==> src/rtl/core/priority_lock_manager_assert.svh <==
// ----------------------------------------------------------------------------
// priority_lock_manager_assert
// assertion macros shared by the lock manager rtl
// ----------------------------------------------------------------------------
`ifndef PRIORITY_LOCK_MANAGER_ASSERT_SVH
`define PRIORITY_LOCK_MANAGER_ASSERT_SVH

// same-cycle implication, checked out of reset
`define PLM_ASSERT_IMPLIES(label, clk, rst_n, cond, prop) \
    label: assert property (@(posedge clk) disable iff (!rst_n) (cond) |-> (prop)) \
        else $error("lock manager check failed");

// next-cycle implication, checked out of reset
`define PLM_ASSERT_NEXT(label, clk, rst_n, cond, prop) \
    label: assert property (@(posedge clk) disable iff (!rst_n) (cond) |=> (prop)) \
        else $error("lock manager check failed");

`endif

==> src/rtl/core/plm_pkg.sv <==
// ----------------------------------------------------------------------------
// plm_pkg
// types, codes and sizes shared by the priority lock manager
// ----------------------------------------------------------------------------
`default_nettype none

package plm_pkg;

    localparam int PLM_MAX_REQUESTERS = 64;
    localparam int PLM_ID_W           = 6;
    localparam int PLM_PRIO_W         = 8;
    localparam int PLM_EVENT_W        = 3;
    localparam int PLM_COUNT_W        = 7;
    localparam int PLM_NUM_IDS        = 2 ** PLM_ID_W;

    // request actions
    localparam logic ACT_ACQUIRE = 1'b0;
    localparam logic ACT_RELEASE = 1'b1;

    // result events
    localparam logic [PLM_EVENT_W-1:0] EV_GRANTED = 3'd0;
    localparam logic [PLM_EVENT_W-1:0] EV_QUEUED  = 3'd1;
    localparam logic [PLM_EVENT_W-1:0] EV_HANDED  = 3'd2;
    localparam logic [PLM_EVENT_W-1:0] EV_FREED   = 3'd3;
    localparam logic [PLM_EVENT_W-1:0] EV_IGNORED = 3'd4;

    typedef struct packed {
        logic                  action;
        logic [PLM_ID_W-1:0]   requester_id;
        logic [PLM_PRIO_W-1:0] priority_req;
    } plm_req_t;

    typedef struct packed {
        logic [PLM_EVENT_W-1:0] event_res;
        logic [PLM_ID_W-1:0]    owner_id;
        logic                   lock_held;
        logic [PLM_COUNT_W-1:0] waiter_count;
    } plm_rsp_t;

    // one queued waiter
    typedef struct packed {
        logic [PLM_ID_W-1:0]   id;
        logic [PLM_PRIO_W-1:0] prio;
    } plm_waiter_t;

endpackage

`default_nettype wire

==> src/rtl/core/plm_queue_ram.sv <==
// ----------------------------------------------------------------------------
// plm_queue_ram
// waiter queue storage: one write port, one registered read port
// ----------------------------------------------------------------------------
`default_nettype none

module plm_queue_ram #(
    parameter int DEPTH = plm_pkg::PLM_MAX_REQUESTERS
) (
    input  wire logic                       clk,
    input  wire logic                       wr_en,
    input  wire logic [$clog2(DEPTH)-1:0]   wr_addr,
    input  wire plm_pkg::plm_waiter_t       wr_data,
    input  wire logic                       rd_en,
    input  wire logic [$clog2(DEPTH)-1:0]   rd_addr,
    output plm_pkg::plm_waiter_t            rd_data
);
    import plm_pkg::*;

    plm_waiter_t mem [DEPTH];

    always_ff @(posedge clk)
    begin
        if (wr_en)
        begin
            mem[wr_addr] <= wr_data;
        end
    end

    always_ff @(posedge clk)
    begin
        if (rd_en)
        begin
            rd_data <= mem[rd_addr];
        end
    end

endmodule

`default_nettype wire

==> src/rtl/core/priority_lock_manager.sv <==
// ----------------------------------------------------------------------------
// priority_lock_manager
// lock with priority hand-off to a queue of waiters
// ----------------------------------------------------------------------------
//
//  channel  dir  payload    handshake
//  req      in   plm_req_t  req_valid / req_ready
//  rsp      out  plm_rsp_t  rsp_valid / rsp_ready
//
//  acquire, and a release with no waiters: the done state, then the output register
//  release with waiters: one priority comparator scans the queue ram, then
//  one ram read and write a cycle compact it
//  one beat in work at a time; a finished result waits in the output register
//  while the next beat is taken
//  reset clears lock, owner, count and waiting marks; no clearing pass
// ----------------------------------------------------------------------------
`default_nettype none

`include "priority_lock_manager_assert.svh"

module priority_lock_manager #(
    parameter int MAX_REQUESTERS = plm_pkg::PLM_MAX_REQUESTERS
) (
    input  wire logic               clk,
    input  wire logic               rst_n,
    input  wire logic               req_valid,
    output logic                    req_ready,
    input  wire plm_pkg::plm_req_t  req,
    output logic                    rsp_valid,
    input  wire logic               rsp_ready,
    output plm_pkg::plm_rsp_t       rsp
);
    import plm_pkg::*;

    localparam int IDX_W = $clog2(MAX_REQUESTERS);
    localparam int CNT_W = $clog2(MAX_REQUESTERS + 1);

    // sequencer states
    localparam logic [2:0] ST_IDLE     = 3'd0;
    localparam logic [2:0] ST_SCAN     = 3'd1;
    localparam logic [2:0] ST_SCAN_END = 3'd2;
    localparam logic [2:0] ST_PREP     = 3'd3;
    localparam logic [2:0] ST_SHIFT    = 3'd4;
    localparam logic [2:0] ST_DONE     = 3'd5;

    // control state
    logic [2:0]             state_reg, state_next;
    logic                   held_reg, held_next;
    logic [PLM_ID_W-1:0]    owner_reg, owner_next;
    logic [CNT_W-1:0]       count_reg, count_next;
    logic [PLM_NUM_IDS-1:0] marks_reg, marks_next;
    logic                   cmp_vld_reg, cmp_vld_next;
    logic                   wvld_reg, wvld_next;
    logic                   rsp_valid_reg, rsp_valid_next;

    // datapath state
    logic [PLM_EVENT_W-1:0] ev_reg, ev_next;
    logic [IDX_W-1:0]       idx_reg, idx_next;
    logic [IDX_W-1:0]       cmp_idx_reg, cmp_idx_next;
    logic [IDX_W-1:0]       widx_reg, widx_next;
    logic                   first_reg, first_next;
    logic [IDX_W-1:0]       best_idx_reg, best_idx_next;
    logic [PLM_PRIO_W-1:0]  best_prio_reg, best_prio_next;
    logic [PLM_ID_W-1:0]    best_id_reg, best_id_next;
    plm_rsp_t               rsp_reg, rsp_next;

    // queue ram ports
    logic                   ram_wr_en;
    logic [IDX_W-1:0]       ram_wr_addr;
    plm_waiter_t            ram_wr_data;
    logic                   ram_rd_en;
    logic [IDX_W-1:0]       ram_rd_addr;
    plm_waiter_t            ram_rd_data;

    logic                   id_in_range;
    logic                   queue_full;
    logic                   better;

    plm_queue_ram #(
        .DEPTH (MAX_REQUESTERS)
    ) u_queue (
        .clk     (clk),
        .wr_en   (ram_wr_en),
        .wr_addr (ram_wr_addr),
        .wr_data (ram_wr_data),
        .rd_en   (ram_rd_en),
        .rd_addr (ram_rd_addr),
        .rd_data (ram_rd_data)
    );

    assign req_ready = (state_reg == ST_IDLE);
    assign rsp_valid = rsp_valid_reg;
    assign rsp       = rsp_reg;

    assign id_in_range = (32'(req.requester_id) < MAX_REQUESTERS);
    assign queue_full  = (count_reg >= CNT_W'(MAX_REQUESTERS));

    // the shared comparator: strictly greater keeps the newer waiter on a tie,
    // since the scan runs newest to oldest
    assign better = first_reg || (ram_rd_data.prio > best_prio_reg);

    always_comb
    begin
        state_next     = state_reg;
        held_next      = held_reg;
        owner_next     = owner_reg;
        count_next     = count_reg;
        marks_next     = marks_reg;
        ev_next        = ev_reg;
        idx_next       = idx_reg;
        cmp_idx_next   = cmp_idx_reg;
        widx_next      = widx_reg;
        first_next     = first_reg;
        best_idx_next  = best_idx_reg;
        best_prio_next = best_prio_reg;
        best_id_next   = best_id_reg;
        rsp_next       = rsp_reg;
        rsp_valid_next = rsp_valid_reg;
        cmp_vld_next   = 1'b0;
        wvld_next      = 1'b0;

        ram_rd_en   = 1'b0;
        ram_rd_addr = idx_reg;
        ram_wr_en   = 1'b0;
        ram_wr_addr = widx_reg;
        ram_wr_data = ram_rd_data;

        // compare stage, working in the cycle after each scan read
        if (cmp_vld_reg)
        begin
            first_next = 1'b0;
            if (better)
            begin
                best_idx_next  = cmp_idx_reg;
                best_prio_next = ram_rd_data.prio;
                best_id_next   = ram_rd_data.id;
            end
        end

        // compaction write, in the cycle after its read
        if (wvld_reg)
        begin
            ram_wr_en = 1'b1;
        end

        if (rsp_valid_reg && rsp_ready)
        begin
            rsp_valid_next = 1'b0;
        end

        case (state_reg)
            ST_IDLE:
            begin
                if (req_valid)
                begin
                    state_next = ST_DONE;
                    if (req.action == ACT_ACQUIRE)
                    begin
                        if (!id_in_range)
                        begin
                            ev_next = EV_IGNORED;
                        end
                        else if (!held_reg)
                        begin
                            held_next  = 1'b1;
                            owner_next = req.requester_id;
                            ev_next    = EV_GRANTED;
                        end
                        else if (marks_reg[req.requester_id] || queue_full)
                        begin
                            ev_next = EV_IGNORED;
                        end
                        else
                        begin
                            // append at the tail, newest last
                            ram_wr_en        = 1'b1;
                            ram_wr_addr      = IDX_W'(count_reg);
                            ram_wr_data.id   = req.requester_id;
                            ram_wr_data.prio = req.priority_req;
                            marks_next[req.requester_id] = 1'b1;
                            count_next = count_reg + CNT_W'(1);
                            ev_next    = EV_QUEUED;
                        end
                    end
                    else
                    begin
                        if (!held_reg)
                        begin
                            ev_next = EV_IGNORED;
                        end
                        else if (count_reg == '0)
                        begin
                            held_next  = 1'b0;
                            owner_next = '0;
                            ev_next    = EV_FREED;
                        end
                        else
                        begin
                            idx_next   = IDX_W'(count_reg - CNT_W'(1));
                            first_next = 1'b1;
                            state_next = ST_SCAN;
                        end
                    end
                end
            end

            ST_SCAN:
            begin
                // newest to oldest, one entry a cycle
                ram_rd_en    = 1'b1;
                ram_rd_addr  = idx_reg;
                cmp_vld_next = 1'b1;
                cmp_idx_next = idx_reg;
                if (idx_reg == '0)
                begin
                    state_next = ST_SCAN_END;
                end
                else
                begin
                    idx_next = idx_reg - IDX_W'(1);
                end
            end

            ST_SCAN_END:
            begin
                // last compare retires this cycle
                state_next = ST_PREP;
            end

            ST_PREP:
            begin
                idx_next   = best_idx_reg;
                state_next = ST_SHIFT;
            end

            ST_SHIFT:
            begin
                // move each entry above the winner down by one
                if ((CNT_W'(idx_reg) + CNT_W'(1)) < count_reg)
                begin
                    ram_rd_en   = 1'b1;
                    ram_rd_addr = idx_reg + IDX_W'(1);
                    wvld_next   = 1'b1;
                    widx_next   = idx_reg;
                    idx_next    = idx_reg + IDX_W'(1);
                end
                else
                begin
                    count_next               = count_reg - CNT_W'(1);
                    marks_next[best_id_reg]  = 1'b0;
                    owner_next               = best_id_reg;
                    ev_next                  = EV_HANDED;
                    state_next               = ST_DONE;
                end
            end

            ST_DONE:
            begin
                // hand the result to the output register once it is free
                if (!rsp_valid_reg || rsp_ready)
                begin
                    rsp_valid_next        = 1'b1;
                    rsp_next.event_res    = ev_reg;
                    rsp_next.owner_id     = held_reg ? owner_reg : '0;
                    rsp_next.lock_held    = held_reg;
                    rsp_next.waiter_count = PLM_COUNT_W'(count_reg);
                    state_next            = ST_IDLE;
                end
            end

            default:
            begin
                state_next = ST_IDLE;
            end
        endcase
    end

    always_ff @(posedge clk or negedge rst_n)
    begin
        if (!rst_n)
        begin
            state_reg     <= ST_IDLE;
            held_reg      <= 1'b0;
            owner_reg     <= '0;
            count_reg     <= '0;
            marks_reg     <= '0;
            cmp_vld_reg   <= 1'b0;
            wvld_reg      <= 1'b0;
            rsp_valid_reg <= 1'b0;
        end
        else
        begin
            state_reg     <= state_next;
            held_reg      <= held_next;
            owner_reg     <= owner_next;
            count_reg     <= count_next;
            marks_reg     <= marks_next;
            cmp_vld_reg   <= cmp_vld_next;
            wvld_reg      <= wvld_next;
            rsp_valid_reg <= rsp_valid_next;
        end
    end

    always_ff @(posedge clk)
    begin
        ev_reg        <= ev_next;
        idx_reg       <= idx_next;
        cmp_idx_reg   <= cmp_idx_next;
        widx_reg      <= widx_next;
        first_reg     <= first_next;
        best_idx_reg  <= best_idx_next;
        best_prio_reg <= best_prio_next;
        best_id_reg   <= best_id_next;
        rsp_reg       <= rsp_next;
    end

    // waiters only exist while someone owns the lock
    `PLM_ASSERT_IMPLIES(a_waiters_need_owner, clk, rst_n, count_reg != '0, held_reg)

    // one waiting mark per queued waiter
    `PLM_ASSERT_IMPLIES(a_marks_match_count, clk, rst_n, 1'b1,
        $countones(marks_reg) == 32'(count_reg))

    // a scan only runs over a non-empty queue of a held lock
    `PLM_ASSERT_IMPLIES(a_scan_has_work, clk, rst_n, state_reg == ST_SCAN,
        held_reg && (count_reg != '0))

    // a hand-off leaves the lock held
    `PLM_ASSERT_NEXT(a_handoff_keeps_lock, clk, rst_n,
        (state_reg == ST_SHIFT) && (state_next == ST_DONE), held_reg)

endmodule

`default_nettype wire

==> config.mk <==
export PLATFORM = sky130hd
export DESIGN_NAME = priority_lock_manager
export DESIGN_NICKNAME = d
export VERILOG_FILES = /design/src/rtl/core/plm_pkg.sv /design/src/rtl/core/plm_queue_ram.sv /design/src/rtl/core/priority_lock_manager.sv
export VERILOG_INCLUDE_DIRS = /design/src /design/src/rtl/core
export SDC_FILE = /design/constraint.sdc
export NUM_CORES = 1
export LEC_CHECK = 0
export BUFFER_PORTS_ARGS = -buffer_cell sky130_fd_sc_hd__buf_2
export CORE_AREA = 4 4 398 400
export CTS_CLUSTER_SIZE = 10
export DETAILED_ROUTE_END_ITERATION = 7
export DIE_AREA = 0 0 402 404
export MAX_ROUTING_LAYER = met4
export SLEW_MARGIN = 0
export SYNTH_ARGS = -nofsm -noshare
export SYNTH_HDL_FRONTEND = slang
export SYNTH_SLANG_ARGS = --single-unit
export TNS_END_PERCENT = 20
==> constraint.sdc <==
create_clock -name clk -period 12.88 [get_ports clk]
set_input_delay 0 -clock clk [delete_from_list [all_inputs] [get_ports clk]]
set_output_delay 0 -clock clk [all_outputs]
set_load 0.005 [all_outputs]
==> results.toml, run 1 <==
[die]
die_w_um = 402
fp.dieArea_mm2 = 0.1624
ios = 38
dieHeight_um = 404
core_mm2 = 0.1553
std_cell_rows = 145
initial_utilization = 0.2969

[pwr]
irDropWorstVdd_uv = 287.2
leakage_nw = 16.60
p_per_area_mw_per_mm2 = 283.9

[global_route]
grt_pass1_wl_um = 209700
grt_use_total = 0.1771
grt_max_degree = 132
grt_overflow = 0
grtUsageMet1 = 0.2361
grt_busiest_layer = "met2"
grt_pass1_vias = 29940
antenna_found_initial = 3
use_met2 = 0.2660
gr-usage-met3 = 0.03523

[sta]
relSlewSlack = -0.02626
fin_tns_setup_ns = 0
period_needed_ns = 7.311
rsz0062_at_grt = "false"
fin_ws_ns = 5.569
fmax_mhz = 136.8
finalHoldViolations = 0
period_share = 0.5676
slew_violations = 10
worst_slew_pin_slew_ns = 1.539
hold_ws_ns = 0.03342
final-setup-viol-count = 0
fin_worst_skew_ns = 0.02904

[place]
hpwl_um = 84210
gp_congestion = 0.8864
place_area_mm2 = 0.04885
io_buffers = 37
dp_slack_ns = 5.606

[critical_path]
start_kind = "register"
cpPeakStageDelay_ns = 1.08
crit_end = "u_queue.rd_data[0]"
worstSetupPathType = "reg -> reg"
reg2regPathDepth = 16
crit_path_end_kind = "register"
cp.arrival_ns = 7.84
worstPathCellList = "buf_4 > buf_12 > ha_1 > and3_1 > xor2_1 > ha_1 > a21o_1 > a211oi_2 > o21ai_4 > inv_4 > o22a_4 > buf_4 > o22ai_1 > o311ai_0 > o2111ai_1 > o22ai_1"
worstReg2RegStart = "idx_reg[1]"
cp-startpoint = "idx_reg[1]"
r2r-end = "u_queue.rd_data[0]"
crit_path_max_fanout = 91
rrSetupSlack_ns = 5.57
cp.required_ns = 13.41
cp_slowest_cell = "o311ai_0"

[drt]
antenna_left = 0
routedWlPerCell_um = 26.86
wl_um = 144900
vias = 31530
vias_per_cell = 5.845
dr.first_iter.drc_count = 4195
drc = 0
drt_pre_antenna_iters = 6

[clock_tree]
insertion_delay_ns = 0.71
cts_tree = "built"
numClockSinks = 1053
cts-htree-levels = 3
cts.clk_slew.worst_paths_ns = 0.06
clk_path_buf_depth = 3
cts_root_buf = "clkbuf_16"
numCtsBuffers = 116

[final_layout]
areaGrowthSynthToFinish_pct = 12.85
fin_nets = 3340
drive_above_1_share = 0.1332
final_area_mm2 = 0.05204
largest_reg_flops = 896

[run_status]
violations = "max-slew violations"
status = "complete, but fails checks"

[logic_synthesis]
yosysSeqAreaShare = 0.6763
synthArstFlopShare = 0.07977
synth_warnings = 0
syn_area_mm2 = 0.04612
syn_nets = 3322
ys_types = 80
synth-main-ff-cell = "edfxtp_1"
synth_edf_count = 968
synth_cells = 3283
netlist.area_leader.share = 0.6303
yosys-top-cells-area = "edfxtp_1 (63%), dfrtp_1 (4.6%), o221ai_1 (3.8%)"
syn_avg_cell_area_um2 = 14.05
ys_ff_latch = 1053
synth.largest_area_cell = "edfxtp_1"

[job]
drv_cap = 0

[min_path]
hold_class = "in -> async"
logic make-up (layout without fill, tap and decap cells):
group                    Yosys count  in the layout  synth area share
AO/OA/AOI/OAI                   1026           1026            0.1564
XOR/XNOR                          29             29          0.005671
buffers and inverters            292            343           0.02662
multiplexers                     274            274           0.07125
AND/OR/NAND/NOR                  589            589           0.05833
adder cells (fa/ha/maj)           20             20          0.005426
other                              0              3                 0
flip-flops                      1053           1053            0.6763
synthesized netlist by cell type, types with 11 or more instances:
library cell  number
a21oi_1          113
mux4_2            37
o311ai_0          28
nor4_1            14
dfrtp_1           84
a211oi_1          57
edfxtp_1         968
a31oi_1           45
nand2b_1          12
o311a_1           30
clkbuf_1         146
a311oi_1          13
mux2_2            64
nand2_1          173
buf_2             79
o211ai_1          24
nor2_1           194
a221oi_1          18
buf_1             34
o21ai_0          221
o22ai_1          158
xnor2_1           18
ha_1              20
o22a_1            22
o221ai_1         200
nor2b_1           11
inv_1             19
and2_1            17
a2111oi_0         13
nand3_1           36
mux2i_1          173
nor3_1            74
through the flow:
step	total power, mW	instances	utilization
after floorplan	8.996	3283	-
after CTS	14.69	5392	0.3351
after detailed placement	11.82	5231	0.3146
final	14.77	5395	0.3351
after global placement	11.77	5231	0.3146
after global routing	15.32	5394	0.3351
area by class of cell:
class	count	area (um^2)
Clock buffer	143	3014
Inverter	25	98.84
Fill cell	15040	103300
Sequential cell	1053	31190
Antenna cell	3	7.507
Timing Repair Buffer	167	1239
Multi-Input combinational cell	1938	13850
Tap cell	2058	2575
Clock inverter	8	67.56
repair_timing:
item                                   in CTS  in global routing
endpoints found under the hold margin     153                  0
gates resized for setup                     0                  0
hold buffers                               10                  0
setup buffers                               0                  0
how the worst min path moves through the flow:
stage                     slack, ns  depth (start not counted)       endpoint
after floorplan               -0.30                          0    cmp_vld_reg
after global placement         0.27                          1  marks_reg[22]
after detailed placement       0.28                          1  marks_reg[18]
after CTS                     0.003                          4   owner_reg[1]
after global routing           0.09                          4   owner_reg[1]
final                          0.03                          2  marks_reg[23]
worst max-delay path: cells and delay by family (launching register included):
family          cells  cell delay, ns
fa+ha+maj           2            0.76
simple gates        1            0.32
buf+inv             4            2.15
xor+xnor            1            0.18
compound gates      8            3.28
flops               1            0.31
report_power, final:
group / internal [mW] / switching, mW
combinational: 2.04 / 5.12
sequential: 4.51 / 0.232
clock: 1.61 / 1.27
total: 8.16 / 6.62
per-layer routing:
metal  wire length (um)  share of wire
met2              65330           0.45
met5                  0              0
met4               5922          0.041
met3              14530           0.10
met1              59110           0.41
layout by cell type, fill, tap and decap left out, drive strengths merged, types with 17 or more instances in the layout:
cell type and n:
o221ai 200, a21oi 113, o211ai 24, xnor2 18, nor2 194, a221oi 19, clkbuf 143, mux2i 173
nand2 173, o311ai 31, inv 27, a31oi 52, dfrtp 84, and2 17, mux2 64, o22a 23
ha 20, buf 157, a211oi 59, o21ai 225, edfxtp 968, o22ai 158, nor3 75, mux4 37
nand3 36, o311a 30
Note: power is estimated with default switching activity, not from simulation.
==> run 2, diff against run 1 <==
--- a/config.mk
+++ b/config.mk
@@ -6,11 +6,12 @@
 export SDC_FILE = /design/constraint.sdc
 export NUM_CORES = 1
 export LEC_CHECK = 0
+export ABC_AREA = 1
 export BUFFER_PORTS_ARGS = -buffer_cell sky130_fd_sc_hd__buf_2
-export CORE_AREA = 4 4 398 400
+export CORE_AREA = 4 4 402 404
 export CTS_CLUSTER_SIZE = 10
 export DETAILED_ROUTE_END_ITERATION = 7
-export DIE_AREA = 0 0 402 404
+export DIE_AREA = 0 0 406 408
 export MAX_ROUTING_LAYER = met4
 export SLEW_MARGIN = 0
 export SYNTH_ARGS = -nofsm -noshare
==> constraint.sdc (replaced) <==
create_clock -name clk -period 6.51 [get_ports clk]
set_input_delay 0 -clock clk [delete_from_list [all_inputs] [get_ports clk]]
set_output_delay 0 -clock clk [all_outputs]
set_load 0.005 [all_outputs]
==> results.toml, run 2 <==
[run_status]
status = "complete, no violations"

[logic_synthesis]
synth_warnings = 0
synthArstFlopShare = 0.07977
synth_compound_area_frac = 0.02625
netlist_top_cells_count = "nand2_1 (1,389), nand3_1 (1,067), edfxtp_1 (968), inv_1 (309), clkbuf_1 (174)"
synth-xor-area-share = 0.001859
synth.largest_area_cell = "edfxtp_1"
netlist.area_leader.share = 0.6171
syn_avg_cell_area_um2 = 10.21
synthMuxAreaShare = 0.0002125
ys_types = 40
synth_most_common_cell = "nand2_1"
synth_cells = 4612
ys_ff_latch = 1053
syn_area_mm2 = 0.04710
synth_fa_ha_area_frac = 0.005313
synth-simple-area-share = 0.2536
syn_nets = 4651
synth_top_family_by_area = "simple AND/OR/NAND/NOR gates"
yosys-top-cells-area = "edfxtp_1 (62%), nand3_1 (11%), nand2_1 (11%)"
yosysSeqAreaShare = 0.6622
synth-main-ff-cell = "edfxtp_1"
synth_edf_count = 968

[die]
fp.dieArea_mm2 = 0.1656
core_mm2 = 0.1578
dieHeight_um = 408
std_cell_rows = 146
die_w_um = 406
ios = 38
initial_utilization = 0.2984

[sta]
fin_ws_ns = 1.171
finalHoldViolations = 0
fin_tns_setup_ns = 0
hold_ws_ns = 0.06631
fin_worst_skew_ns = 0.08262
final-setup-viol-count = 0
slew_violations = 0
period_needed_ns = 5.339
period_share = 0.8201
relSlewSlack = 0.07304
fmax_mhz = 187.3
worst_slew_pin_slew_ns = 1.385
rsz0062_at_grt = "false"

[clock_tree]
cts_tree = "built"
cts-htree-levels = 3
numClockSinks = 1053
insertion_delay_ns = 0.77
cts_root_buf = "clkbuf_16"
cts.clk_slew.worst_paths_ns = 0.06
clk_path_buf_depth = 3
numCtsBuffers = 118
post_cts_resized = 0

[final_layout]
fin_cells = 6729
fin_nets = 4651
drive_above_1_share = 0.07109
final_area_mm2 = 0.05335
finish.utilization = 0.3381
layout_commonest_cell = "nand2_1"
largest_reg_flops = 896
areaGrowthSynthToFinish_pct = 13.28
final_cell_mix = "nand2_1 (1,378), nand3_1 (1,066), edfxtp_1 (968), inv_1 (307), clkbuf_16 (119)"
num-fill-cells = 15880

[pwr]
total_power_mw = 28.66
p_per_area_mw_per_mm2 = 537.1
leakage_nw = 20.59
irDropWorstVdd_uv = 541.9

[place]
hpwl_um = 79610
placed_cells = 6550
dp_slack_ns = 1.228
gp_congestion = 0.8796
place_area_mm2 = 0.04991
io_buffers = 37

[global_route]
antenna_found_initial = 3
grt_overflow = 0
grt_pass1_wl_um = 214100
grt_pass1_vias = 32620
grt_max_degree = 191
grt_use_total = 0.1736

[critical_path]
worst-path-buf-inv = 4
cp.required_ns = 7.01
start_kind = "register"
cp_slowest_cell = "buf_4"
reg2regPathDepth = 22
worstSetupPathType = "reg -> reg"
worstReg2RegStart = "idx_reg[0]"
crit_path_end_kind = "register"
cp.arrival_ns = 5.84
crit_path_max_fanout = 91
cp.depth = 22
cpPeakStageDelay_ns = 0.90
worstPathCellList = "ha_1 > nand2_1 > inv_1 > nand3_1 > nand2_1 > inv_1 > ha_1 > nand2_1 > nor2_1 > nand2_1 > nand2_1 > nand2_1 > nand3_4 > buf_4 > buf_4 > nand3b_1 > nand3_1 > nand3_1 > nand3_1 > nand3_1 > nand3_1 > nand2_1"
r2r-end = "u_queue.rd_data[1]"
cp_top_family = "simple AND/OR/NAND/NOR gates"
cpMostUsedCell = "nand2_1"
rrSetupSlack_ns = 1.17

[drt]
drc = 0
antenna_left = 0
wl_um = 143500
dr.first_iter.drc_count = 4326
drt_pre_antenna_iters = 7
routedWlPerCell_um = 21.33
vias = 34620
vias_per_cell = 5.144

[min_path]
worstHoldPathCells = 5
hold_class = "in -> reg"
whs_endpoint = "rsp_valid"
hp-start = "rsp_ready"

[job]
drv_cap = 0
[run 2: cell count changes after synthesis, moves of 48 or more]
cell,delta
o21ai_0,-133
nand3_1,+1031
a211oi_1,-54
inv_1,+290
o221ai_1,-200
nand3b_1,+48
o21a_1,+60
a21oi_1,-97
nor2_1,-75
mux2_2,-64
mux2i_1,-172
nand2_1,+1216
o22ai_1,-157
[run 2: layer usage]
| layer | routed length [um] | GRT usage |
|---|---|---|
| met1 | 60980 | 0.2410 |
| met2 | 65640 | 0.2598 |
| met3 | 12120 | 0.02474 |
| met4 | 4763 | 0.06147 |
| met5 | 0 | - |
[run 2: logic make-up (layout without fill, tap and decap cells)]
family / count (synthesis) / in the layout
flip-flops: 1053 / 1053
other: 0 / 1
buffers and inverters: 600 / 644
adder cells (fa/ha/maj): 20 / 20
XOR/XNOR: 10 / 10
AND/OR/NAND/NOR: 2727 / 2727
multiplexers: 1 / 1
AO/OA/AOI/OAI: 201 / 201
[run 2: worst max-delay path by stage]
stage,endpoint,slack [ns],startpoint
after global routing,u_queue.rd_data[1],0.80,idx_reg[0]
after CTS,u_queue.rd_data[1],1.31,idx_reg[0]
after global placement,u_queue.mem[5][4],1.29,req[8]
final,u_queue.rd_data[1],1.17,idx_reg[0]
after detailed placement,u_queue.mem[5][4],1.23,req[8]
after floorplan,u_queue.mem[0][10],1.59,marks_reg[15]
[run 2: timing repair]
item                                    CTS  global route
buffers inserted                          0             0
hold buffers                             14             0
hold endpoints to repair                135             0
endpoints found under the setup margin    0             0
[run 2: cell type report]
type,instances,area (um^2),area share
clock buffers,154,3159,0.05921
diodes,1,2.502,0.00004690
inverters,313,1180,0.02211
well taps,2072,2592,0.04859
clock inverters,10,135.1,0.002533
repair buffers,167,1384,0.02594
multi-input cells,2959,13710,0.2570
flip-flops and latches,1053,31190,0.5846
[run 2: worst register-to-register path: cells and delay by family, from the launching register on]
family        cells  cell delay (ns)
flops             1             0.55
simple gates     16             2.35
buf+inv           4             1.66
fa+ha+maj         2             0.51
[run 2: power by group]
| part | internal, mW | switching (mW) |
|---|---|---|
| Sequential | 8.96 | 0.453 |
| Combinational | 3.35 | 9.94 |
| Clock | 3.34 | 2.62 |
